<file path="src/sv/rvalu_pkg.sv">
// Shared types, operation codes and helpers for the RV64IM integer ALU.
package rvalu_pkg;

   localparam int XLEN = 64;
   localparam int HLEN = XLEN / 2;
   localparam int OPW  = 5;

   typedef enum logic [OPW-1:0] {
      OP_ADD    = 5'd0,
      OP_SUB    = 5'd1,
      OP_SLL    = 5'd2,
      OP_SLT    = 5'd3,
      OP_SLTU   = 5'd4,
      OP_XOR    = 5'd5,
      OP_SRL    = 5'd6,
      OP_SRA    = 5'd7,
      OP_OR     = 5'd8,
      OP_AND    = 5'd9,
      OP_MUL    = 5'd10,
      OP_MULH   = 5'd11,
      OP_MULHSU = 5'd12,
      OP_MULHU  = 5'd13,
      OP_DIV    = 5'd14,
      OP_DIVU   = 5'd15,
      OP_REM    = 5'd16,
      OP_REMU   = 5'd17,
      OP_ADDW   = 5'd18,
      OP_SUBW   = 5'd19,
      OP_SLLW   = 5'd20,
      OP_SRLW   = 5'd21,
      OP_SRAW   = 5'd22,
      OP_MULW   = 5'd23,
      OP_DIVW   = 5'd24,
      OP_DIVUW  = 5'd25,
      OP_REMW   = 5'd26,
      OP_REMUW  = 5'd27
   } op_type;

   typedef struct packed {
      logic [OPW-1:0]  op;
      logic [XLEN-1:0] res;
      logic [XLEN-1:0] rem;
      logic [XLEN-1:0] quo;
      logic [XLEN-1:0] dvs;
      logic            neg_q;
      logic            neg_r;
   } stage_type;

   typedef struct packed {
      logic [XLEN-1:0] ll;
      logic [XLEN-1:0] lh;
      logic [XLEN-1:0] hl;
      logic [XLEN-1:0] hh;
      logic [XLEN-1:0] corr;
   } mul_type;

   function automatic logic [XLEN-1:0] sext32(input logic [XLEN-1:0] v);
      sext32 = {{(XLEN-HLEN){v[HLEN-1]}}, v[HLEN-1:0]};
   endfunction

endpackage

</file>
<file path="src/sv/rvalu_mul.sv">
// Two-stage multiply combine: partial product sum, then sign correction and select.
module rvalu_mul
   import rvalu_pkg::*;
(
   input  logic      clock,
   input  logic      reset,
   input  logic      adv,
   input  logic      in_valid,
   input  stage_type in_st,
   input  mul_type   in_mul,
   output logic      out_valid,
   output stage_type out_st
);
   logic              v1_ff, v2_ff;
   stage_type         st1_ff, st2_ff, st2_in;
   logic [2*XLEN-1:0] prod_ff, prod_in;
   logic [XLEN-1:0]   corr_ff;

   always_comb begin
      prod_in = {in_mul.hh, in_mul.ll}
              + {{HLEN{1'b0}}, in_mul.lh, {HLEN{1'b0}}}
              + {{HLEN{1'b0}}, in_mul.hl, {HLEN{1'b0}}};
      st2_in = st1_ff;
      unique case (op_type'(st1_ff.op))
         OP_MUL:    st2_in.res = prod_ff[XLEN-1:0];
         OP_MULH,
         OP_MULHSU,
         OP_MULHU:  st2_in.res = prod_ff[2*XLEN-1:XLEN] - corr_ff;
         OP_MULW:   st2_in.res = sext32(prod_ff[XLEN-1:0]);
         default:   st2_in.res = st1_ff.res;
      endcase
   end

   always_ff @(posedge clock) begin
      if (reset) begin
         v1_ff <= 1'b0;
         v2_ff <= 1'b0;
      end else if (adv) begin
         v1_ff <= in_valid;
         v2_ff <= v1_ff;
      end
      if (adv) begin
         st1_ff  <= in_st;
         prod_ff <= prod_in;
         corr_ff <= in_mul.corr;
         st2_ff  <= st2_in;
      end
   end

   assign out_valid = v2_ff;
   assign out_st    = st2_ff;
endmodule

</file>
<file path="config.mk">
export PLATFORM = sky130hd
export DESIGN_NAME = rvalu_mul
export DESIGN_NICKNAME = d
export VERILOG_FILES = /design/src/sv/rvalu_pkg.sv /design/src/sv/rvalu_mul.sv
export SDC_FILE = /design/constraint.sdc
export NUM_CORES = 1
export LEC_CHECK = 0
export ABC_CLOCK_PERIOD_IN_PS = 9230
export BUFFER_PORTS_ARGS = -buffer_cell sky130_fd_sc_hd__buf_4
export CELL_PAD_IN_SITES_DETAIL_PLACEMENT = 1
export CELL_PAD_IN_SITES_GLOBAL_PLACEMENT = 2
export CORE_AREA = 2 2 330 332
export DETAILED_ROUTE_END_ITERATION = 7
export DIE_AREA = 0 0 332 334
export GPL_TIMING_DRIVEN = 1
export PLACE_DENSITY = 0.7
export SETUP_SLACK_MARGIN = 0.05
export SYNTH_ARGS = -nofsm -noshare
export SYNTH_HDL_FRONTEND = slang
export SYNTH_SLANG_ARGS = --single-unit
</file>
<file path="constraint.sdc">
create_clock -name clock -period 9.23 [get_ports clock]
set_clock_uncertainty 0.2 [all_clocks]
set_input_delay 1.3845 -clock clock [delete_from_list [all_inputs] [get_ports clock]]
set_output_delay 1.3845 -clock clock [all_outputs]
set_load 0.05 [all_outputs]
</file>
After elaboration in Yosys (flattened, before gate mapping) --
Cells that the tools add are included. Widths: inputs -> output; s select.
Word-level totals: logic and storage cells 28, register bits after elaboration 720, input bits 587, output and inout port bits 264
Cells by class: equal/unequal tests 5, $add $sub $neg 3, reduce and logical (&&, ||, !) cells 1, multiplexer cells 1
Operators with widths (number):
- $add 128x96->128 | 2
- $pmux 64 s3 | 1
- $sub 64x64->64 | 1
- $eq 5x4->1 const B | 4
- $eq 5x5->1 const B | 1
- $reduce_or 3->1 | 1

Logic depth before layout (Yosys ltp) --
depth after elaboration 3, gate-level depth with buffers 16, depth with buffers taken out 15

Worst setup path before layout --
Ideal clock, no wire load.
path kind input to register, start point in in_mul[129] (netlist name), end point reg prod_ff[113] (data pin), stages 14, setup time 262 ps, setup slack 4536 ps, data required time 8768 ps, buffers on the path 1, arrival time 4231 ps, path through fa_1 -> ha_1 -> inv_1 -> fa_1 -> nor2b_1 -> o31a_1 -> o31a_1 -> o21ai_1 -> a211oi_2 -> o2111ai_1 -> a211o_1 -> buf_2 -> a21oi_1 -> xor2_1
On the way: word-level cells in the longest chain between the ends 1
RTL lines:
- start, declared | line rvalu_mul.sv:10 | input mul_type in_mul,
- $add 128x96->128 | line rvalu_mul.sv:22 | + {{HLEN{1'b0}}, in_mul.hl, {HLEN{1'b0}}};
- named net prod_in[113] | line rvalu_mul.sv:16 | logic [2*XLEN-1:0] prod_ff, prod_in;
- end signal, assigned | line rvalu_mul.sv:44 | prod_ff <= prod_in;
- end, declared | line rvalu_mul.sv:16
The timed path passes the listed nets, and every way through them passes these cells. A chain may end at the register's enable or synchronous reset.

Worst setup path in the final report --
start point in in_mul[129] (netlist name), end point reg prod_ff[81] (data pin)
Same word-level chain as after synthesis.

==> flow_summary.toml <==
[floorplan]
rows = 121
ios = 851
die_w_um = 332
initial_utilization = 0.3043
die_area_sq_mm = 0.1109
core_sq_mm = 0.1078
fp.dieH_um = 334

[grt]
grt_pass1_vias = 24515
grt.overflow.total = 0
grt_max_degree = 172
antenna_found_initial = 38
grt_pass1_wl_um = 171300
grt_use_total = 0.2126

[final_layout]
area_growth_syn_to_layout_pct = 32.74
final_core_utilization = 0.4040
stdcell_count = 4691
drive_above_1_share = 0.3139
nNetsFinal = 3969

[logic_synthesis]
ys_ff_latch = 720
synth_edf_count = 718
synth_area_per_cell_sq_um = 14.18
synthFlopType = "edfxtp_1"
yosysTopAreaCell = "edfxtp_1"
netlist.area_leader.share = 0.6573
synth-async-reset-ratio = 0
syn_area_sq_mm = 0.03280
synth_warnings = 0
ys_types = 85
synth_area_leaders = "edfxtp_1 66%, ha_1 4.8%, fa_1 4.0%"
ys_seq_area_frac = 0.6585
synthTopCellsByCount = "718 x edfxtp_1, 184 x a21oi_1, 127 x ha_1"
post-synth-top-count-cell = "edfxtp_1"
synth_fp_nets = 3094
syn_inst = 2314

[route]
vias = 23080
wl_um = 121600
avgRoutedWirePerCell_um = 25.92
drc = 0
routed_via_density = 4.920
dr.pass1.iters = 5
initialDrtViolationCount = 1568
postRouteAntennaNets = 0

[sta]
final-hold-violation-count = 0
min_period_over_period = 0.5628
worst_slew_pin_slew_ns = 1.045
setup_violations = 0
fmax_mhz = 192.5
period_needed_ns = 5.195
rsz0062_at_grt = "no"
report.final.slew_viol_count = 0
max_slew_margin = 0.3032
final.setup.tns_ns = 0

[flow_run]
drv_cap = 0

[setup_path]
cp_slowest_cell = "a21oi_1"
end_kind = "flop"
r2r-end = "out_st[249]$_DFFE_PP_"
cp.required_ns = 9.41
ff2ff_setup_slack_ns = 4.98
r2r_cells = 10
arrival_ns = 5.37
worstPathCellList = "buf_4, fa_1, ha_1, inv_1, fa_1, nor2b_1, o31a_1, o31ai_1, a21oi_1, o311a_1, o21ai_1, a21oi_1, mux2i_1, a2111oi_0"
critical_path_class = "primary input to flop"
crit_fanout = 4
cp-start-kind = "primary input"
slowest_delay_ns = 0.54
regToRegStartpoint = "prod_ff[73]$_DFFE_PP_"

[worst_hold_path]
whs_path_depth = 0
hp-start = "st1_ff[34]$_DFFE_PP_"
hp-class = "flop to flop"
hold_end = "out_st[34]$_DFFE_PP_"

[power_and_ir_drop]
leakage_nw = 17.44
power_density_mw_per_mm2 = 227.5
ir_worst_vdd_uv = 128.3

[status]
outcome = "completed"

[placement]
dpl.cell_count = 4518
port-buffer-count = 850
gp_congestion = 0.9316
post-dp-hpwl_um = 97470

[clocking]
hold_buffers = 0
cts.repair.resized = 0
clockBufferDepth = 3
clk_pin_slew_ns = 0.06
post_cts_buffers = 0
clkSinkCount = 720
numCtsBuffers = 83
cts_root_buf = "clkbuf_16"
clk_latency_ns = 0.66
h-tree-depth = 3
cts_tree = "done"
## cell families (layout without fill, tap and decap cells)
kind of cell	count (synthesis)	after routing	synth area share
mux	5	5	0.001602
simple gates	454	454	0.06675
buf+inv	182	1127	0.02159
flops	720	720	0.6585
other cells	0	18	0
xor+xnor	129	129	0.03444
compound gates	631	631	0.1284
fa+ha+maj	193	193	0.08872
## metal layers
metal	track usage	wire length (um)	part of all wire	up-vias
li1	-	-	-	10638
met1	0.2472	47490	0.39	11472
met2	0.3665	61020	0.50	753
met3	0.06674	9093	0.075	183
met4	0.07979	3781	0.031	34
met5	0	213	0.0018	-
## sequential cells by signal (all words and copies together), names as in the netlist
name,count
corr_ff,64
out_st,263
out_valid,1
prod_ff,128
st1_ff,263
v1_ff,1
## cells in the final DEF, fill, tap and decap left out, drive strengths merged, types with 12 or more instances in the layout
cell type  instances
buf              865
edfxtp           718
a21oi            185
ha               127
nand2            124
nor2             124
inv              110
o21ai            110
clkbuf           104
a21o              85
xor2              66
fa                66
xnor2             63
nand4             42
clkinv            42
nand3             34
nor3              28
a22oi             28
o21bai            25
o21a              24
and3              23
a211oi            22
diode             18
o22ai             18
a31oi             18
nor2b             16
and2              14
o31ai             14
nand2b            13
a211o             12
## worst max-delay path: cells and delay by family
kind	cells	cell delay, ns
adder cells (fa/ha/maj)	3	1.11
multiplexers	1	0.14
AND/OR/NAND/NOR	1	0.17
AO/OA/AOI/OAI	7	2.36
buffers and inverters	2	0.19
## stage by stage
stage | instance area, sq um | power (mW) | worst slack (ns) | hold WS (ns)
final | 43540 | 9.905 | 4.035 | 0.2009
after CTS | 43500 | 10.04 | 4.148 | 0.1984
after global placement | 40830 | 6.767 | 3.671 | 0.2004
after floorplan | 32800 | 5.670 | 4.536 | 0.2003
after global routing | 43520 | 10.34 | 3.796 | 0.2140
after detailed placement | 40830 | 6.802 | 3.468 | 0.2056
## power by group
part / total, mW / internal (mW) / switching [mW] / leakage, nW
Sequential: 4.15 / 4.02 / 0.130 / 7.04
Combinational: 2.56 / 0.897 / 1.67 / 9.11
Clock: 3.19 / 1.80 / 1.39 / 1.29
Total: 9.91 / 6.72 / 3.19 / 17.4
## worst max path at each step
stage,startpoint,end,slack (ns)
after global placement,in_mul[129],prod_ff[107]$_DFFE_PP_,3.67
final,in_mul[129],prod_ff[81]$_DFFE_PP_,4.04
after detailed placement,in_mul[129],prod_ff[81]$_DFFE_PP_,3.47
after CTS,in_mul[129],prod_ff[81]$_DFFE_PP_,4.15
after floorplan,in_mul[129],prod_ff[113]$_DFFE_PP_,4.54
after global routing,in_mul[129],prod_ff[81]$_DFFE_PP_,3.80
## cell type report
class	count	area, sq um
Multi-Input combinational cell	1412	10530
Antenna cell	18	45.04
Fill cell	11317	64250
Timing Repair Buffer	865	6526
Clock inverter	51	474.2
Tap cell	1414	1769
Inverter	107	401.6
Clock buffer	104	2197
Sequential cell	720	21600
Power figures use the tool's default switching activity.
