--- src/sv/rvalu_pkg.sv ---
// Shared types, operation codes and helpers for the RV64IM integer ALU.
package rvalu_pkg;

   localparam int XLEN = 64;
   localparam int HLEN = XLEN / 2;
   localparam int OPW  = 5;

   typedef enum logic [OPW-1:0] {
      OP_ADD    = 5'd0,
      OP_SUB    = 5'd1,
      OP_SLL    = 5'd2,
      OP_SLT    = 5'd3,
      OP_SLTU   = 5'd4,
      OP_XOR    = 5'd5,
      OP_SRL    = 5'd6,
      OP_SRA    = 5'd7,
      OP_OR     = 5'd8,
      OP_AND    = 5'd9,
      OP_MUL    = 5'd10,
      OP_MULH   = 5'd11,
      OP_MULHSU = 5'd12,
      OP_MULHU  = 5'd13,
      OP_DIV    = 5'd14,
      OP_DIVU   = 5'd15,
      OP_REM    = 5'd16,
      OP_REMU   = 5'd17,
      OP_ADDW   = 5'd18,
      OP_SUBW   = 5'd19,
      OP_SLLW   = 5'd20,
      OP_SRLW   = 5'd21,
      OP_SRAW   = 5'd22,
      OP_MULW   = 5'd23,
      OP_DIVW   = 5'd24,
      OP_DIVUW  = 5'd25,
      OP_REMW   = 5'd26,
      OP_REMUW  = 5'd27
   } op_type;

   typedef struct packed {
      logic [OPW-1:0]  op;
      logic [XLEN-1:0] res;
      logic [XLEN-1:0] rem;
      logic [XLEN-1:0] quo;
      logic [XLEN-1:0] dvs;
      logic            neg_q;
      logic            neg_r;
   } stage_type;

   typedef struct packed {
      logic [XLEN-1:0] ll;
      logic [XLEN-1:0] lh;
      logic [XLEN-1:0] hl;
      logic [XLEN-1:0] hh;
      logic [XLEN-1:0] corr;
   } mul_type;

   function automatic logic [XLEN-1:0] sext32(input logic [XLEN-1:0] v);
      sext32 = {{(XLEN-HLEN){v[HLEN-1]}}, v[HLEN-1:0]};
   endfunction

endpackage

--- src/sv/rvalu_div_cell.sv ---
// One restoring-division step: shift in a dividend bit, subtract if it fits.
module rvalu_div_cell
   import rvalu_pkg::*;
(
   input  logic      clock,
   input  logic      reset,
   input  logic      adv,
   input  logic      in_valid,
   input  stage_type in_st,
   output logic      out_valid,
   output stage_type out_st
);
   logic            valid_ff;
   stage_type       st_ff, st_in;
   logic [XLEN:0]   trial;
   logic [XLEN+1:0] diff;

   always_comb begin
      trial = {in_st.rem, in_st.quo[XLEN-1]};
      diff  = {1'b0, trial} - {2'b00, in_st.dvs};
      st_in = in_st;
      st_in.rem = diff[XLEN+1] ? trial[XLEN-1:0] : diff[XLEN-1:0];
      st_in.quo = {in_st.quo[XLEN-2:0], ~diff[XLEN+1]};
   end

   always_ff @(posedge clock) begin
      if (reset) begin
         valid_ff <= 1'b0;
      end else if (adv) begin
         valid_ff <= in_valid;
      end
      if (adv) begin
         st_ff <= st_in;
      end
   end

   assign out_valid = valid_ff;
   assign out_st    = st_ff;
endmodule

--- config.mk ---
export PLATFORM = sky130hd
export DESIGN_NAME = rvalu_div_cell
export DESIGN_NICKNAME = d
export VERILOG_FILES = /design/src/sv/rvalu_pkg.sv /design/src/sv/rvalu_div_cell.sv
export SDC_FILE = /design/constraint.sdc
export NUM_CORES = 1
export LEC_CHECK = 0
export ABC_AREA = 0
export BUFFER_PORTS_ARGS = -buffer_cell sky130_fd_sc_hd__buf_2
export CORE_AREA = 2 2 206 208
export DETAILED_ROUTE_END_ITERATION = 7
export DIE_AREA = 0 0 208 210
export GPL_TIMING_DRIVEN = 1
export PLACE_DENSITY = 0.58
export SLEW_MARGIN = 20
export SYNTH_ARGS = -nofsm -noshare
export SYNTH_HDL_FRONTEND = slang
export SYNTH_SLANG_ARGS = --single-unit
--- constraint.sdc ---
create_clock -name clock -period 10.8 [get_ports clock]
set_clock_uncertainty 0.2 [all_clocks]
set_input_delay 1.62 -clock clock [delete_from_list [all_inputs] [get_ports clock]]
set_output_delay 1.62 -clock clock [all_outputs]
set_load 0.02 [all_outputs]
Yosys cells after proc, flatten, opt, wreduce, memory -nomap -nowiden:

Cells that the tools add are included.

* add/sub/neg operators: 1
* muxes and demuxes: 1
* bitwise logic cells: 1

Operator list (number)
* subtractor 65 x 64 -> 66 bit: 1
* 2-to-1 mux 64 bit: 1
* inverter 1 bit: 1

* bits in registers: 264
* bits of input ports: 267
* output and inout port bits: 264

Longest topological paths before layout:

Gate-level depths: netlist of the first run.

* word-level depth: 2
* depth in mapped cells: 14
* depth with buffers taken out: 14

Worst setup path after synthesis of the first run:

Ideal clock, no wire load.

* path type: input -> register
* start: input in_st[129] in the netlist's numbering
* end: register st_ff, in the netlist out_st[186], data pin
* data arrival time: 4341 ps
* data required time: 10344 ps
* path slack: 6003 ps
* stages: 14
* path buffers: 0
* cell sequence: inv_1 > ha_1 > inv_1 > fa_1 > a21o_1 > a31oi_1 > o22ai_1 > o2111ai_1 > a211oi_1 > nor3_1 > nor2_1 > a41o_1 > or4_1 > a41o_1

RTL lines
* start, declared: line rvalu_div_cell.sv:9 `input stage_type in_st,`
* end signal, assigned: line rvalu_div_cell.sv:33 `st_ff <= st_in;`
* end, declared: line rvalu_div_cell.sv:14 `stage_type st_ff, st_in;`

==> results.json, run 1 <==
{
  "die_area_mm2": 0.0437,
  "finalSetupTns_ps": 0,
  "rows": 75,
  "p_leak_nw": 7.37,
  "critPathArrivalTime_ps": 5500,
  "htree_levels": 2,
  "dp.final_hpwl_mm": 36.6,
  "power_density_mw_per_mm2": 179,
  "cts_buffers": 34,
  "nets": 1872,
  "status": "complete, no violations",
  "synth_area_mm2": 0.0125,
  "synth.avg_cell_area_um2": 12.6,
  "synth_edf_count": 263,
  "end_kind": "flip-flop",
  "max_slew_margin": 0.375,
  "core_area_mm2": 0.0415,
  "drcViolationCount": 0,
  "vdd_ir_drop_max_uv": 121,
  "synth-main-ff-cell": "edfxtp_1",
  "synth_top_area_share": 0.633,
  "drv_cap": 0,
  "drive_gt1_frac": 0.383,
  "drv_slew": 0,
  "post-synth-top-area-cell": "edfxtp_1",
  "synthTopCellsByArea": "edfxtp_1 (63%), ha_1 (6.4%), a21oi_1 (5.2%)",
  "worst_setup_path_start_kind": "input port",
  "grt_pass1_wl_mm": 66.5,
  "total_power_mw": 3.01,
  "ys_seq_area_frac": 0.634,
  "postLayoutCellArea_mm2": 0.0168,
  "place_inst": 2043,
  "start_util": 0.301,
  "cts.sink_count": 264,
  "ys_seq_elements": 264,
  "pwr-share-comb": 0.211,
  "pwr-share-clk": 0.366,
  "worst_slew_pin_slew_ps": 938,
  "clockBufferDepth": 3,
  "post_cts_buffers": 0,
  "via_per_inst": 4.87,
  "cts_hold_buf": 0,
  "wl_mm": 46.1,
  "async_flop_share": 0,
  "yosysMostFrequentCell": "edfxtp_1",
  "drtIter0Drc": 613,
  "ys_types": 65,
  "grt-ovfl-total": 0,
  "io-pin-count": 531,
  "clock-root-buffer": "clkbuf_16",
  "die_w_um": 208,
  "synthTopCellsByCount": "edfxtp_1 (263), a21oi_1 (130), nor2_1 (92), inv_1 (86), nand2_1 (66)",
  "gp_congestion": 0.884,
  "dpl_cell_area_mm2": 0.0157,
  "synth_fp_nets": 1326,
  "grt_pass1_vias": 10300,
  "detail-route-antenna-nets": 0,
  "hold_path_class": "flip-flop to flip-flop",
  "instances_no_fill": 2109,
  "yosys_warnings": 0,
  "first_pass_iters": 5,
  "min_period_ps": 5410,
  "syn_to_final_growth_pct": 34.8,
  "avgRoutedWirePerCell_um": 21.9,
  "cts_resized": 0,
  "dr_total_vias": 10300,
  "crit_type": "input port to flip-flop",
  "setup-violations-final": 0,
  "crit_fanout": 66,
  "grt_max_degree": 173,
  "insertion_delay_ps": 540,
  "hold_violations": 0,
  "p_int_mw": 2.11,
  "cts.clk_slew.worst_paths_ps": 60,
  "holdWs_ps": 285,
  "seqPwrFrac": 0.424,
  "synthCells": 994,
  "grtUsageTotal": 0.205,
  "max_freq_ghz": 0.185,
  "rsz0062_at_grt": "no",
  "portBuffers": 530,
  "switchingPower_uw": 900,
  "period_share": 0.501,
  "antenna_found_initial": 12,
  "die_h_um": 210,
  "swShare": 0.299,
  "cts_tree": "done",
  "critPathRequiredTime_ps": 10880
}
[state kept, by name, summed over array words and instances, names as in the netlist]
register / count
out_st: 263
out_valid: 1
[final cells by class]
type / instances / area [um2]
sequential: 264 / 7920
fill: 4071 / 24700
timing repair buffer: 533 / 2700
multi-input combinational: 621 / 4130
tap: 539 / 674
inverter: 86 / 323
clock inverter: 19 / 169
antenna: 8 / 20.0
clock buffer: 39 / 891
[cell usage in the layout, fill, tap and decap left out, types with 27 or more instances in the layout]
cell,count
buf_2,529
edfxtp_1,263
a21oi_1,130
nor2_1,92
inv_1,86
nand2_1,66
ha_1,64
xnor2_1,36
clkbuf_16,35
o21ai_0,27
[metrics by stage]
stage	setup WS, ps	utilization
after global placement	5050	0.380
after detailed placement	4940	0.380
after CTS	5510	0.405
final	5390	0.406
after global routing	5110	0.405
after floorplan	6000	-
[worst max-delay path, cell delays in order]
cell      delay (ps)
buf_2             90
inv_1             40
ha_1             380
o211ai_1         120
a21o_1           210
a21oi_1          260
a221o_1          310
a31oi_1          320
o31ai_2          670
a211oi_2         210
o31ai_4          220
buf_4            590
mux2_1           380
[path summary, 6_finish.rpt]
path,start,end,slack (ps),cells past startpoint
min reg2reg,out_valid$_SDFFE_PP0P_,out_valid$_SDFFE_PP0P_,280,2
max,in_st[6],out_st[156]$_DFFE_PP_,5390,13
min,out_valid$_SDFFE_PP0P_,out_valid$_SDFFE_PP0P_,280,2
max reg2reg,out_valid$_SDFFE_PP0P_,out_valid$_SDFFE_PP0P_,10030,2
[cells by family (layout without fill, tap and decap cells)]
logic type	after synthesis	count (layout)	synth area share
compound gates	266	266	0.136
xor+xnor	57	57	0.0400
fa+ha+maj	65	65	0.0658
buf+inv	109	677	0.0347
flops	264	264	0.634
mux	12	12	0.0107
other cells	0	8	0
simple gates	221	221	0.0782
[power by group through the flow]
stage               combinational, mW  sequential [mW]  clock (mW)
floorplan                       0.240             1.43           0
global placement                0.634             1.30           0
detailed placement              0.637             1.30           0
CTS                             0.641             1.28        1.14
global route                    0.686             1.29        1.17
finish                          0.635             1.28        1.10
[metal layers]
layer,part of all wire,vias up,GRT usage
met3,0.089,66,0.0705
li1,-,4791,-
met5,0.0014,-,0
met4,0.026,12,0.0592
met2,0.50,444,0.363
met1,0.38,4965,0.235
Power figures use the tool's default switching activity.
==> run 2: changes to the inputs <==
- CORE_AREA: 2 2 206 208 -> 2 2 205 207
- DIE_AREA: 0 0 208 210 -> 0 0 207 209
- PLACE_DENSITY: 0.58 -> 0.6
- clock period: 10.8 -> 4.4 ns (I/O delays scaled with it)
==> run 2 against run 1 <==
Effect of this change:
- non-clock buffer count rose by 31
- setup slack worse by 4800 ps
- global-route usage decreased by 0.54 points
- critical path type unchanged
- sequential cell count unchanged
- utilization up 0.79 points
- highest routed layer unchanged
- register-to-register slack got worse by 6400 ps
- critical path depth up 2
==> results.json, run 2 (synthesized netlist as in run 1, its figures left out) <==
{
  "setup-violations-final": 0,
  "critPathRequiredTime_ps": 4530,
  "timing.final.ws_setup_ps": 581,
  "hold_start": "in_st[226]",
  "grtUsageTotal": 0.200,
  "holdWs_ps": 53.2,
  "slowest_stage": "fa_1",
  "antenna_found_initial": 8,
  "max_slew_margin": 0.386,
  "rsz0062_at_grt": "no",
  "crit_fanout": 3,
  "cts_tree": "done",
  "reg2reg_slack_ps": 3610,
  "hold_path_class": "input port to flip-flop",
  "dr_total_vias": 10200,
  "status": "complete, no violations",
  "place_ws_ps": -34.5,
  "start_util": 0.302,
  "slowest_delay_ps": 410,
  "drv_cap": 0,
  "cts.sink_count": 264,
  "place_inst": 2073,
  "core_area_mm2": 0.0413,
  "crit_type": "input port to flip-flop",
  "dp.final_hpwl_mm": 36.2,
  "drive_gt1_frac": 0.396,
  "insertion_delay_ps": 570,
  "clockBufferDepth": 3,
  "max_freq_ghz": 0.262,
  "hold_violations": 0,
  "grt_pass1_vias": 10300,
  "final.fill_count": 4059,
  "largest_register_ffs": 263,
  "die_w_um": 207,
  "drv_slew": 0,
  "end_kind": "flip-flop",
  "min_period_ps": 3820,
  "path_cells": "buf_2 -> inv_1 -> ha_1 -> inv_1 -> fa_1 -> a21o_1 -> a31oi_1 -> o22ai_1 -> o2111ai_1 -> a211oi_1 -> nor3_1 -> nor2_1 -> a41o_1 -> or4_1 -> a41o_1",
  "worst_r2r_startpoint": "out_valid$_SDFFE_PP0P_",
  "rr_endpoint": "out_valid$_SDFFE_PP0P_",
  "reg2regPathDepth": 2,
  "htree_levels": 1,
  "regArea_mm2": 0.00792,
  "drcViolationCount": 0,
  "worst_setup_path_start_kind": "input port",
  "cts.clk_slew.worst_paths_ps": 70,
  "io-pin-count": 531,
  "syn_to_final_growth_pct": 36.8,
  "grt_max_degree": 114,
  "p_leak_nw": 7.52,
  "grt_pass1_wl_mm": 65.7,
  "min_path_cells": 1,
  "instances_no_fill": 2136,
  "post_cts_buffers": 0,
  "first_pass_iters": 5,
  "die_h_um": 209,
  "via_per_inst": 4.79,
  "grt-ovfl-total": 0,
  "drtIter0Drc": 631,
  "portBuffers": 530,
  "mostFrequentLayoutCell": "buf_2",
  "min_to": "out_st[226]$_DFFE_PP_",
  "die_area_mm2": 0.0433,
  "final_cell_mix": "buf_2 (529), edfxtp_1 (263), a21oi_1 (130), nor2_1 (92), inv_1 (86)",
  "rows": 75,
  "detail-route-antenna-nets": 0,
  "total_power_mw": 7.37,
  "power_density_mw_per_mm2": 432,
  "period_share": 0.868,
  "worst_slew_pin_slew_ps": 921,
  "critPathArrivalTime_ps": 3950,
  "clock-root-buffer": "clkbuf_16",
  "vdd_ir_drop_max_uv": 298,
  "wl_mm": 45.2,
  "cts_buffers": 31,
  "gp_congestion": 0.891,
  "nets": 1900,
  "multi_input_area_mm2": 0.00413,
  "avgRoutedWirePerCell_um": 21.2
}
-- run 2: power by group --
| group | internal [mW] | switching [mW] | total [mW] |
|---|---|---|---|
| clock | 1.53 | 1.10 | 2.64 |
| sequential | 3.07 | 0.0648 | 3.13 |
| combinational | 0.578 | 1.02 | 1.60 |
-- run 2: per-layer routing --
layer / share of wire / GRT usage / up-vias
li1: - / - / 4843
met1: 0.40 / 0.239 / 4885
met2: 0.50 / 0.352 / 430
met3: 0.076 / 0.0532 / 62
met4: 0.027 / 0.0606 / 12
met5: 0.0019 / 0 / -
-- run 2: worst max path at each step --
stage	start	to	slack (ps)
5_1_grt	in_st[129]	out_st[186]$_DFFE_PP_	390
3_5_place_dp	in_st[129]	out_st[186]$_DFFE_PP_	-30
6_report	in_st[129]	out_st[186]$_DFFE_PP_	580
2_1_floorplan	in_st[129]	out_st[186]$_DFFE_PP_	560
4_1_cts	in_st[129]	out_st[186]$_DFFE_PP_	570
3_3_place_gp	in_st[129]	out_st[186]$_DFFE_PP_	50
-- run 2: per-stage QoR --
| step | TNS (ps) | cell area, um2 | util |
|---|---|---|---|
| after detailed placement | -34.5 | 16000 | 0.388 |
| after global routing | 0 | 17100 | 0.413 |
| after floorplan | 0 | 12500 | - |
| after global placement | 0 | 16000 | 0.388 |
| after CTS | 0 | 17100 | 0.413 |
| final | 0 | 17100 | 0.413 |
-- run 2: cell type report --
type                    instances  share of cell area
inverters                      86              0.0189
clock inverters                23              0.0144
multi-input cells             621               0.242
flip-flops and latches        264               0.464
repair buffers                564               0.175
diodes                          5            0.000733
well taps                     539              0.0395
clock buffers                  34              0.0461
-- run 2: what timing repair did --
item / 4_1_cts / 5_1_grt
gates resized for setup: 0 / 0
endpoints found under the hold margin: 1 / 0
setup endpoints to repair: 0 / 0
hold buffers: 1 / 0
-- run 2: critical path: cells and delay by family --
family	cells	cell delay [ps]
compound gates	7	1730
buf+inv	3	220
fa+ha+maj	2	550
simple gates	3	780
