===== src/sv/rvalu_pkg.sv =====
// Shared types, operation codes and helpers for the RV64IM integer ALU.
package rvalu_pkg;

   localparam int XLEN = 64;
   localparam int HLEN = XLEN / 2;
   localparam int OPW  = 5;

   typedef enum logic [OPW-1:0] {
      OP_ADD    = 5'd0,
      OP_SUB    = 5'd1,
      OP_SLL    = 5'd2,
      OP_SLT    = 5'd3,
      OP_SLTU   = 5'd4,
      OP_XOR    = 5'd5,
      OP_SRL    = 5'd6,
      OP_SRA    = 5'd7,
      OP_OR     = 5'd8,
      OP_AND    = 5'd9,
      OP_MUL    = 5'd10,
      OP_MULH   = 5'd11,
      OP_MULHSU = 5'd12,
      OP_MULHU  = 5'd13,
      OP_DIV    = 5'd14,
      OP_DIVU   = 5'd15,
      OP_REM    = 5'd16,
      OP_REMU   = 5'd17,
      OP_ADDW   = 5'd18,
      OP_SUBW   = 5'd19,
      OP_SLLW   = 5'd20,
      OP_SRLW   = 5'd21,
      OP_SRAW   = 5'd22,
      OP_MULW   = 5'd23,
      OP_DIVW   = 5'd24,
      OP_DIVUW  = 5'd25,
      OP_REMW   = 5'd26,
      OP_REMUW  = 5'd27
   } op_type;

   typedef struct packed {
      logic [OPW-1:0]  op;
      logic [XLEN-1:0] res;
      logic [XLEN-1:0] rem;
      logic [XLEN-1:0] quo;
      logic [XLEN-1:0] dvs;
      logic            neg_q;
      logic            neg_r;
   } stage_type;

   typedef struct packed {
      logic [XLEN-1:0] ll;
      logic [XLEN-1:0] lh;
      logic [XLEN-1:0] hl;
      logic [XLEN-1:0] hh;
      logic [XLEN-1:0] corr;
   } mul_type;

   function automatic logic [XLEN-1:0] sext32(input logic [XLEN-1:0] v);
      sext32 = {{(XLEN-HLEN){v[HLEN-1]}}, v[HLEN-1:0]};
   endfunction

endpackage


===== src/sv/rvalu_post.sv =====
// Exit stage: divider sign fixup, W sign extension and result register.
module rvalu_post
   import rvalu_pkg::*;
(
   input  logic            clock,
   input  logic            reset,
   input  logic            adv,
   input  logic            in_valid,
   input  stage_type       in_st,
   output logic            out_valid,
   output logic [XLEN-1:0] out_result
);
   logic            valid_ff;
   logic [XLEN-1:0] result_ff, result_in, q_fix, r_fix;

   always_comb begin
      q_fix = in_st.neg_q ? (XLEN'(0) - in_st.quo) : in_st.quo;
      r_fix = in_st.neg_r ? (XLEN'(0) - in_st.rem) : in_st.rem;
      unique case (op_type'(in_st.op))
         OP_DIV, OP_DIVU:   result_in = q_fix;
         OP_REM, OP_REMU:   result_in = r_fix;
         OP_DIVW, OP_DIVUW: result_in = sext32(q_fix);
         OP_REMW, OP_REMUW: result_in = sext32(r_fix);
         default:           result_in = in_st.res;
      endcase
   end

   always_ff @(posedge clock) begin
      if (reset) begin
         valid_ff <= 1'b0;
      end else if (adv) begin
         valid_ff <= in_valid;
      end
      if (adv) begin
         result_ff <= result_in;
      end
   end

   assign out_valid  = valid_ff;
   assign out_result = result_ff;
endmodule

===== config.mk =====
export PLATFORM = sky130hd
export DESIGN_NAME = rvalu_post
export DESIGN_NICKNAME = d
export VERILOG_FILES = /design/src/sv/rvalu_pkg.sv /design/src/sv/rvalu_post.sv
export SDC_FILE = /design/constraint.sdc
export NUM_CORES = 1
export LEC_CHECK = 0
export BUFFER_PORTS_ARGS = -buffer_cell sky130_fd_sc_hd__buf_4
export CAP_MARGIN = 20
export CORE_MARGIN = 8
export CORE_UTILIZATION = 42
export DETAILED_ROUTE_END_ITERATION = 8
export GPL_TIMING_DRIVEN = 0
export PLACE_DENSITY = 0.79
export SKIP_CTS_REPAIR_TIMING = 1
export SLEW_MARGIN = 20
export SYNTH_ARGS = -nofsm -noshare
export SYNTH_HDL_FRONTEND = slang
export SYNTH_SLANG_ARGS = --single-unit

===== constraint.sdc =====
create_clock -name clock -period 3.05 [get_ports clock]
set_clock_uncertainty 0.05 [all_clocks]
set_input_delay 0.305 -clock clock [delete_from_list [all_inputs] [get_ports clock]]
set_output_delay 0.305 -clock clock [all_outputs]
set_load 0.03 [all_outputs]

# Word level (Yosys, flattened, before mapping)
# Cells that the tools add are included.
[totals]
reg_bits = 65
in_bits = 267
out_inout_bits = 65
word_cells = 19
[op_classes]
add_sub_neg = 2
eq_ne = 8
muxes = 3
reduce_logical = 4
[op_table]
columns = ["operator", "count"]
rows = [
  ["$pmux 64 s4", 1],
  ["$mux 64", 2],
  ["$sub 1x64->64 const A", 2],
  ["$eq 5x5->1 const B", 6],
  ["$eq 5x4->1 const B", 2],
  ["$reduce_or 2->1", 4],
]

# Logic depth before layout (Yosys ltp)
# Gate-level depths: netlist of the first run.
[depth]
word_depth = 3
depth_mapped = 9
mapped_depth_nobuf = 9

# Worst setup path before layout of the first run
# No wires, ideal clock.
[synth_path]
kind = "input to register"
start = "input port in_st[106] in the netlist's numbering"
end = "register result_ff[63], in the netlist out_result[63], data pin"
setup_time_ps = 271
t_arrival_ps = 2788
t_required_ps = 2729
slack_ps = -59
stages = 8
n_path_buf = 1
cell_sequence = "or4_4 or4b_1 buf_6 or4b_4 o41a_1 xor2_1 a221oi_2 a21oi_1"
[synth_via]
elab_chain_cells = 3
[synth_lines]
columns = ["item", "line", "text"]
rows = [
  ["from (decl)", "rvalu_post.sv:9", "input stage_type in_st,"],
  ["$sub 1x64->64", "rvalu_post.sv:17", "q_fix = in_st.neg_q ? (XLEN'(0) - in_st.quo) : in_st.quo;"],
  ["$mux 64", "rvalu_post.sv:17", ""],
  ["$pmux 64 s4", "rvalu_post.sv:19", "unique case (op_type'(in_st.op))"],
  ["net result_in[63]", "rvalu_post.sv:14", "logic [XLEN-1:0] result_ff, result_in, q_fix, r_fix;"],
  ["to (signal assigned)", "rvalu_post.sv:35", "result_ff <= result_in;"],
  ["to (decl)", "rvalu_post.sv:14", ""],
]
# The timed path passes the listed nets, and every way through them passes these cells.
# A chain may end at the register's enable or synchronous reset.

# Worst setup path after layout of the first run
[layout_path]
start = "input port in_st[99] in the netlist's numbering"
end = "register result_ff[63], in the netlist out_result[63], data pin"
# Same word-level chain as after synthesis.

==> run_results.csv, run 1 <==
group,metric,value,unit
die,start_util,42.8,%
yosys,synth-edff-count,64,
critical_path,worstSetupStartpointType,"primary input",
sta,maxSlewHeadroom,34.2,%
drt,routed_wl,28.7,mm
sta,setup_viol,1,
critical_path,path_common_cell,"or4b_4",
yosys,synth_cell_type_count,62,
yosys,synth_nets,959,
run_status,status,"finished with violations",
finish,post-route-util,63.1,%
yosys,yosysTopAreaCell,"edfxtp_1",
power,total_power,3470,uW
clock_tree,cts_buffer_depth,2,
finish,drive_above_1_share,36.5,%
critical_path,criticalPathCategory,"in2reg",
finish,seq_area,1940,um2
placement,port_buffers,264,
grt,antenna_found_initial,2,
power,peakVddDrop,0.335,mV
yosys,synth_seq_area_share,31.3,%
die,coreArea,14500,um2
sta,worst_slew_pin_slew,0.987,ns
sta,clock.fmax,326,MHz
yosys,ys_seq_elements,65,
clock_tree,cts_htree_levels,3,
clock_tree,numCtsBuffers,9,
placement,gp_congestion,0.958,
clock_tree,root_buffer,"clkbuf_16",
critical_path,critPathMaxStageDelay,0.57,ns
yosys,synthFlopType,"edfxtp_1",
grt,globalRoute.totalOverflow,0,
grt,grt_usage,28.4,%
yosys,synth.area.top_cells,"edfxtp_1, xor2_1, xnor2_1",
drt,vias,7270,
sta,min_period,3.07,ns
critical_path,crit_slowest_cell,"or4b_4",
finish,diodes,0,
die,die-area,18900,um2
drt,vias_per_cell,6.21,
worst_hold_path,hold_class,"in2reg",
clock_tree,clk_latency,0.33,ns
grt,grt_pass1_wl,40.1,mm
critical_path,critPathCaptureType,"flop",
yosys,avgSynthCellArea,8.99,um2
critical_path,worstPathArrival,3.09,ns
power,power_density,380,nW/um2
finish,mostFrequentLayoutCell,"buf_4",
die,core.rowCount,44,
drt,route.detailed.drc,0,
yosys,netlist_instances,690,
clock_tree,clk_pin_slew,0.05,ns
yosys,ys_warn_count,0,
placement,hpwlAfterDp,22.7,mm
yosys,netlist_area,6200,um2
grt,grt_pass1_vias,6842,
critical_path,path_cells,"buf_8, or4_4, or4b_4, or4b_4, o41a_1, xor2_1, a221oi_2, a21oi_1",
finish,syn2layout_area_growth,47.4,%
finish,layout_common_cells,"buf_4, xor2_1, edfxtp_1",
finish,multi_input_area,4310,um2
run_status,violations,"negative setup slack",
drt,dr.first_iter.drc_count,785,
die,chipWidth,137,um
drt,wl_per_cell,24.5,um
sta,rsz0062_at_grt,"true",
critical_path,cp_max_fo,3,
clock_tree,clock-sinks,65,
critical_path,required,3.07,ns
yosys,synth.top_cell.area_share,31.0,%
power,leakagePower,0.00355,uW
drt,ant_nets,0,
run,max_cap_violations,0,
grt,grt_max_degree,66,
finish,finish.net_count,1251,
die,die-height,137,um
sta,fin_ws,-0.0197,ns
die,io_pins,332,
sta,finalHoldViolations,0,
clock_tree,cts_tree,"done",
sta,slew_violations,0,
drt,drtPass1Iterations,5,
yosys,async_reset_ff_share,0,%
finish,n_fill_cell,1268,
sta,post-route-period-util,101,%
==> routing by layer <==
| layer | track usage (%) | share of wire, % | vias to the layer above |
|---|---|---|---|
| met5 | 0 | 0.077 | - |
| met4 | 9.47 | 2.8 | 4 |
| met3 | 8.06 | 12 | 52 |
| met2 | 43.2 | 45 | 476 |
| met1 | 37.7 | 40 | 3429 |
| li1 | - | - | 3309 |
==> through the flow <==
stage / TNS (ns) / hold slack (ns) / setup slack, ns / area, um2 / std cells
global placement: -19.01 / 0.417 / -0.909 / 8410 / 1138
global route: -0.179 / 0.0580 / -0.0536 / 9140 / 1170
detailed placement: -18.97 / 0.416 / -0.888 / 8420 / 1138
finish: -0.0197 / 0.0666 / -0.0197 / 9140 / 1170
floorplan: -0.0586 / 0.327 / -0.0586 / 6200 / 690
CTS: -6.47 / 0.0520 / -0.532 / 8720 / 1153
==> cell usage after synthesis (all sizes together), types with 4 or more instances <==
| cell type | instances |
|---|---|
| a211oi | 4 |
| a21oi | 9 |
| a221oi | 22 |
| a222oi | 5 |
| buf | 4 |
| clkbuf | 40 |
| edfxtp | 64 |
| inv | 11 |
| mux2i | 5 |
| nand2 | 55 |
| nand2b | 7 |
| nand3 | 10 |
| nand4 | 9 |
| nor2 | 39 |
| nor3 | 15 |
| nor3b | 5 |
| nor4 | 14 |
| o21a | 21 |
| o21ai | 43 |
| o221ai | 27 |
| o22ai | 6 |
| o31ai | 36 |
| o41ai | 25 |
| or2 | 13 |
| or3 | 21 |
| or4 | 23 |
| xnor2 | 54 |
| xor2 | 66 |
==> registers in the layout, summed over array words and instances (netlist names) <==
| signal | flops |
|---|---|
| out_result | 64 |
| out_valid | 1 |
==> final cells by class <==
cell class	instances	share of cell area, %
Sequential cell	65	21.3
Buffer	42	1.88
Inverter	11	0.452
Tap cell	184	2.52
Clock buffer	10	2.51
Clock inverter	5	0.781
Timing Repair Buffer	283	23.5
Multi-Input combinational cell	570	47.1
==> worst paths after layout <==
| kind | startpoint | slack, ns | to | depth (start not counted) |
|---|---|---|---|---|
| max | in_st[99] | -0.02 | out_result[63] | 8 |
| min | reset | 0.07 | out_valid | 2 |
| max reg2reg | out_valid | 2.41 | out_valid | 2 |
| min reg2reg | out_valid | 0.46 | out_valid | 2 |
==> cells by family (layout without fill, tap and decap cells) <==
family	count (synthesis)	count (layout)	synth area share, %
DFF	65	65	31.3
muxes	5	5	0.807
AOI/OAI and AO/OA	219	219	27.1
and+or+nand+nor	224	224	19.8
xor gates and xnor gates	120	120	17.0
buffers and inverters	55	351	3.59
adders and majority gates	2	2	0.404
==> critical path, delay by kind of cell <==
kind | cells | cell delay [ns]
compound gates | 3 | 0.81
xor+xnor | 1 | 0.19
buf+inv | 1 | 0.10
simple gates | 3 | 1.68
==> power by group <==
part	internal, uW	total, uW	switching [uW]	leakage (uW)
registers	1110	1130	28.6	0.000634
clock network	702	1080	377	0.000145
logic	522	1260	733	0.00277
(Power assumes the default switching activity.)
==> run 2: changes to the inputs <==
--- a/config.mk
+++ b/config.mk
@@ -8,9 +8,11 @@
 export BUFFER_PORTS_ARGS = -buffer_cell sky130_fd_sc_hd__buf_4
 export CAP_MARGIN = 20
+export CELL_PAD_IN_SITES_DETAIL_PLACEMENT = 1
+export CELL_PAD_IN_SITES_GLOBAL_PLACEMENT = 1
 export CORE_MARGIN = 8
-export CORE_UTILIZATION = 42
+export CORE_UTILIZATION = 30
 export DETAILED_ROUTE_END_ITERATION = 8
 export GPL_TIMING_DRIVEN = 0
-export PLACE_DENSITY = 0.79
+export PLACE_DENSITY_LB_ADDON = 0.1
 export SKIP_CTS_REPAIR_TIMING = 1
 export SLEW_MARGIN = 20
@@ -18,2 +20,3 @@
 export SYNTH_HDL_FRONTEND = slang
 export SYNTH_SLANG_ARGS = --single-unit
+export TNS_END_PERCENT = 10
==> constraint.sdc (replaced) <==
create_clock -name clock -period 3.05 [get_ports clock]
set_clock_uncertainty 0.05 [all_clocks]
set_input_delay 0.1525 -clock clock [delete_from_list [all_inputs] [get_ports clock]]
set_output_delay 0.1525 -clock clock [all_outputs]
set_load 0.03 [all_outputs]
==> run_results.csv, run 2 (synthesis results as in run 1) <==
group,metric,value,unit
sta,slew_violations,0,
grt,grt_usage,23.2,%
run_status,violations,"negative hold slack",
finish,layout_common_cells,"buf_4, xor2_1, edfxtp_1",
clock_tree,cts_htree_levels,3,
sta,min_period,3.01,ns
sta,post-route-period-util,98.8,%
finish,mostFrequentLayoutCell,"buf_4",
worst_hold_path,hold_depth,3,
drt,drtPass1Iterations,7,
drt,wl_per_cell,24.8,um
critical_path,path_cells,"buf_4, or4_4, or4_4, o31ai_4, mux2i_1, o21ai_1, clkbuf_2, a221oi_1, o21ai_0",
drt,vias,6928,
finish,multi_input_area,4180,um2
clock_tree,root_buffer,"clkbuf_16",
finish,syn2layout_area_growth,44.4,%
critical_path,ff2ff_path_depth,2,
finish,largest_reg_flops,64,
worst_hold_path,hold_class,"in2reg",
clock_tree,cts_buffer_depth,2,
sta,clock.fmax,332,MHz
drt,dr.first_iter.drc_count,606,
sta,setup_viol,0,
critical_path,cp_max_fo,10,
critical_path,criticalPathCategory,"in2reg",
sta,tns,0,ns
placement,gp_congestion,0.883,
critical_path,reg2reg_to,"out_valid",
critical_path,worstPathArrival,3.02,ns
finish,seq_area,1940,um2
clock_tree,clock-sinks,65,
run_status,status,"finished with violations",
grt,grt_pass1_wl,45.5,mm
critical_path,path_common_cell,"or4_4",
power,peakVddDrop,0.253,mV
worst_hold_path,worstHoldStart,"in_valid",
sta,finalHoldViolations,1,
run,max_cap_violations,0,
critical_path,rrSetupSlack,2.42,ns
placement,port_buffers,264,
clock_tree,clk_pin_slew,0.06,ns
die,core.rowCount,52,
die,die-height,160,um
clock_tree,cts_tree,"done",
finish,drive_above_1_share,33.8,%
die,chipWidth,160,um
die,io_pins,332,
die,coreArea,20200,um2
critical_path,crit_slowest_cell,"or4_4",
finish,post-route-util,44.3,%
die,start_util,30.6,%
clock_tree,clk_latency,0.34,ns
sta,maxSlewHeadroom,32.5,%
finish,finish.net_count,1238,
power,power_density,371,nW/um2
sta,fin_ws,0.0367,ns
sta,rsz0062_at_grt,"true",
critical_path,required,3.06,ns
sta,hold_ws,-0.00235,ns
critical_path,worstSetupStartpointType,"primary input",
placement,hpwlAfterDp,25.1,mm
grt,antenna_found_initial,2,
worst_hold_path,hold_end,"out_valid",
drt,routed_wl,30.9,mm
drt,vias_per_cell,5.56,
power,leakagePower,0.00338,uW
drt,ant_nets,0,
power,total_power,3320,uW
drt,route.detailed.drc,0,
sta,worst_slew_pin_slew,1.00,ns
placement,pre_cts_ws,-0.764,ns
critical_path,r2r_start,"out_valid",
grt,grt_pass1_vias,7311,
critical_path,critPathCaptureType,"flop",
die,die-area,25500,um2
finish,n_fill_cell,2408,
grt,grt_max_degree,66,
grt,globalRoute.totalOverflow,0,
clock_tree,numCtsBuffers,9,
critical_path,critPathMaxStageDelay,0.58,ns
==> run 2: changes by cell type in the layout (fill, tap and decap cells not counted), moves of 3 or more <==
cell,previous run,this run
buf_6,5,2
buf_4,278,267
a221oi_1,11,18
o41ai_4,3,0
clkbuf_1,38,41
a221oi_2,11,4
==> run 2: worst max path at each step <==
stage                           from  cells past startpoint             end  slack (ns)
after CTS                 in_st[130]                     10  out_result[32]       -0.41
after floorplan           in_st[106]                      8  out_result[63]        0.09
after detailed placement  in_st[130]                     10  out_result[32]       -0.76
final                      in_st[73]                      9  out_result[57]        0.04
after global placement     in_st[66]                     10  out_result[56]       -0.84
after global routing      in_st[137]                     10  out_result[57]       -0.08
==> run 2: final cells by class <==
class	count	area share [%]
timing repair buffer	268	22.5
inverter	11	0.461
multi-input combinational	570	46.7
clock buffer	11	2.60
sequential	65	21.7
clock inverter	4	0.238
buffer	44	2.04
tap	270	3.77
antenna	2	0.0559
==> run 2: power by group <==
part | internal [uW] | switching (uW) | total [uW]
clock network | 541 | 421 | 962
registers | 1100 | 26.6 | 1130
logic | 507 | 725 | 1230
==> run 2: worst max-delay path, delay by kind of cell <==
kind / cells / cell delay [ns]
AND/OR/NAND/NOR: 2 / 1.15
AO/OA/AOI/OAI: 4 / 1.07
buffers and inverters: 2 / 0.39
multiplexers: 1 / 0.25
==> run 2: routing by layer <==
metal	GRT usage (%)	part of all wire, %	vias up
li1	-	-	3283
met1	31.6	46	3368
met2	36.1	44	256
met3	6.07	8.0	21
met4	5.15	1.5	0
met5	0	0	-
==> run 2: per-stage QoR <==
step                      std cells  hold slack [ns]  instance area, um2
after CTS                      1239           -0.104                8780
after global placement         1224            0.260                8520
after floorplan                 690            0.175                6200
after global routing           1245           0.0360                8950
final                          1245         -0.00235                8950
after detailed placement       1224            0.263                8520
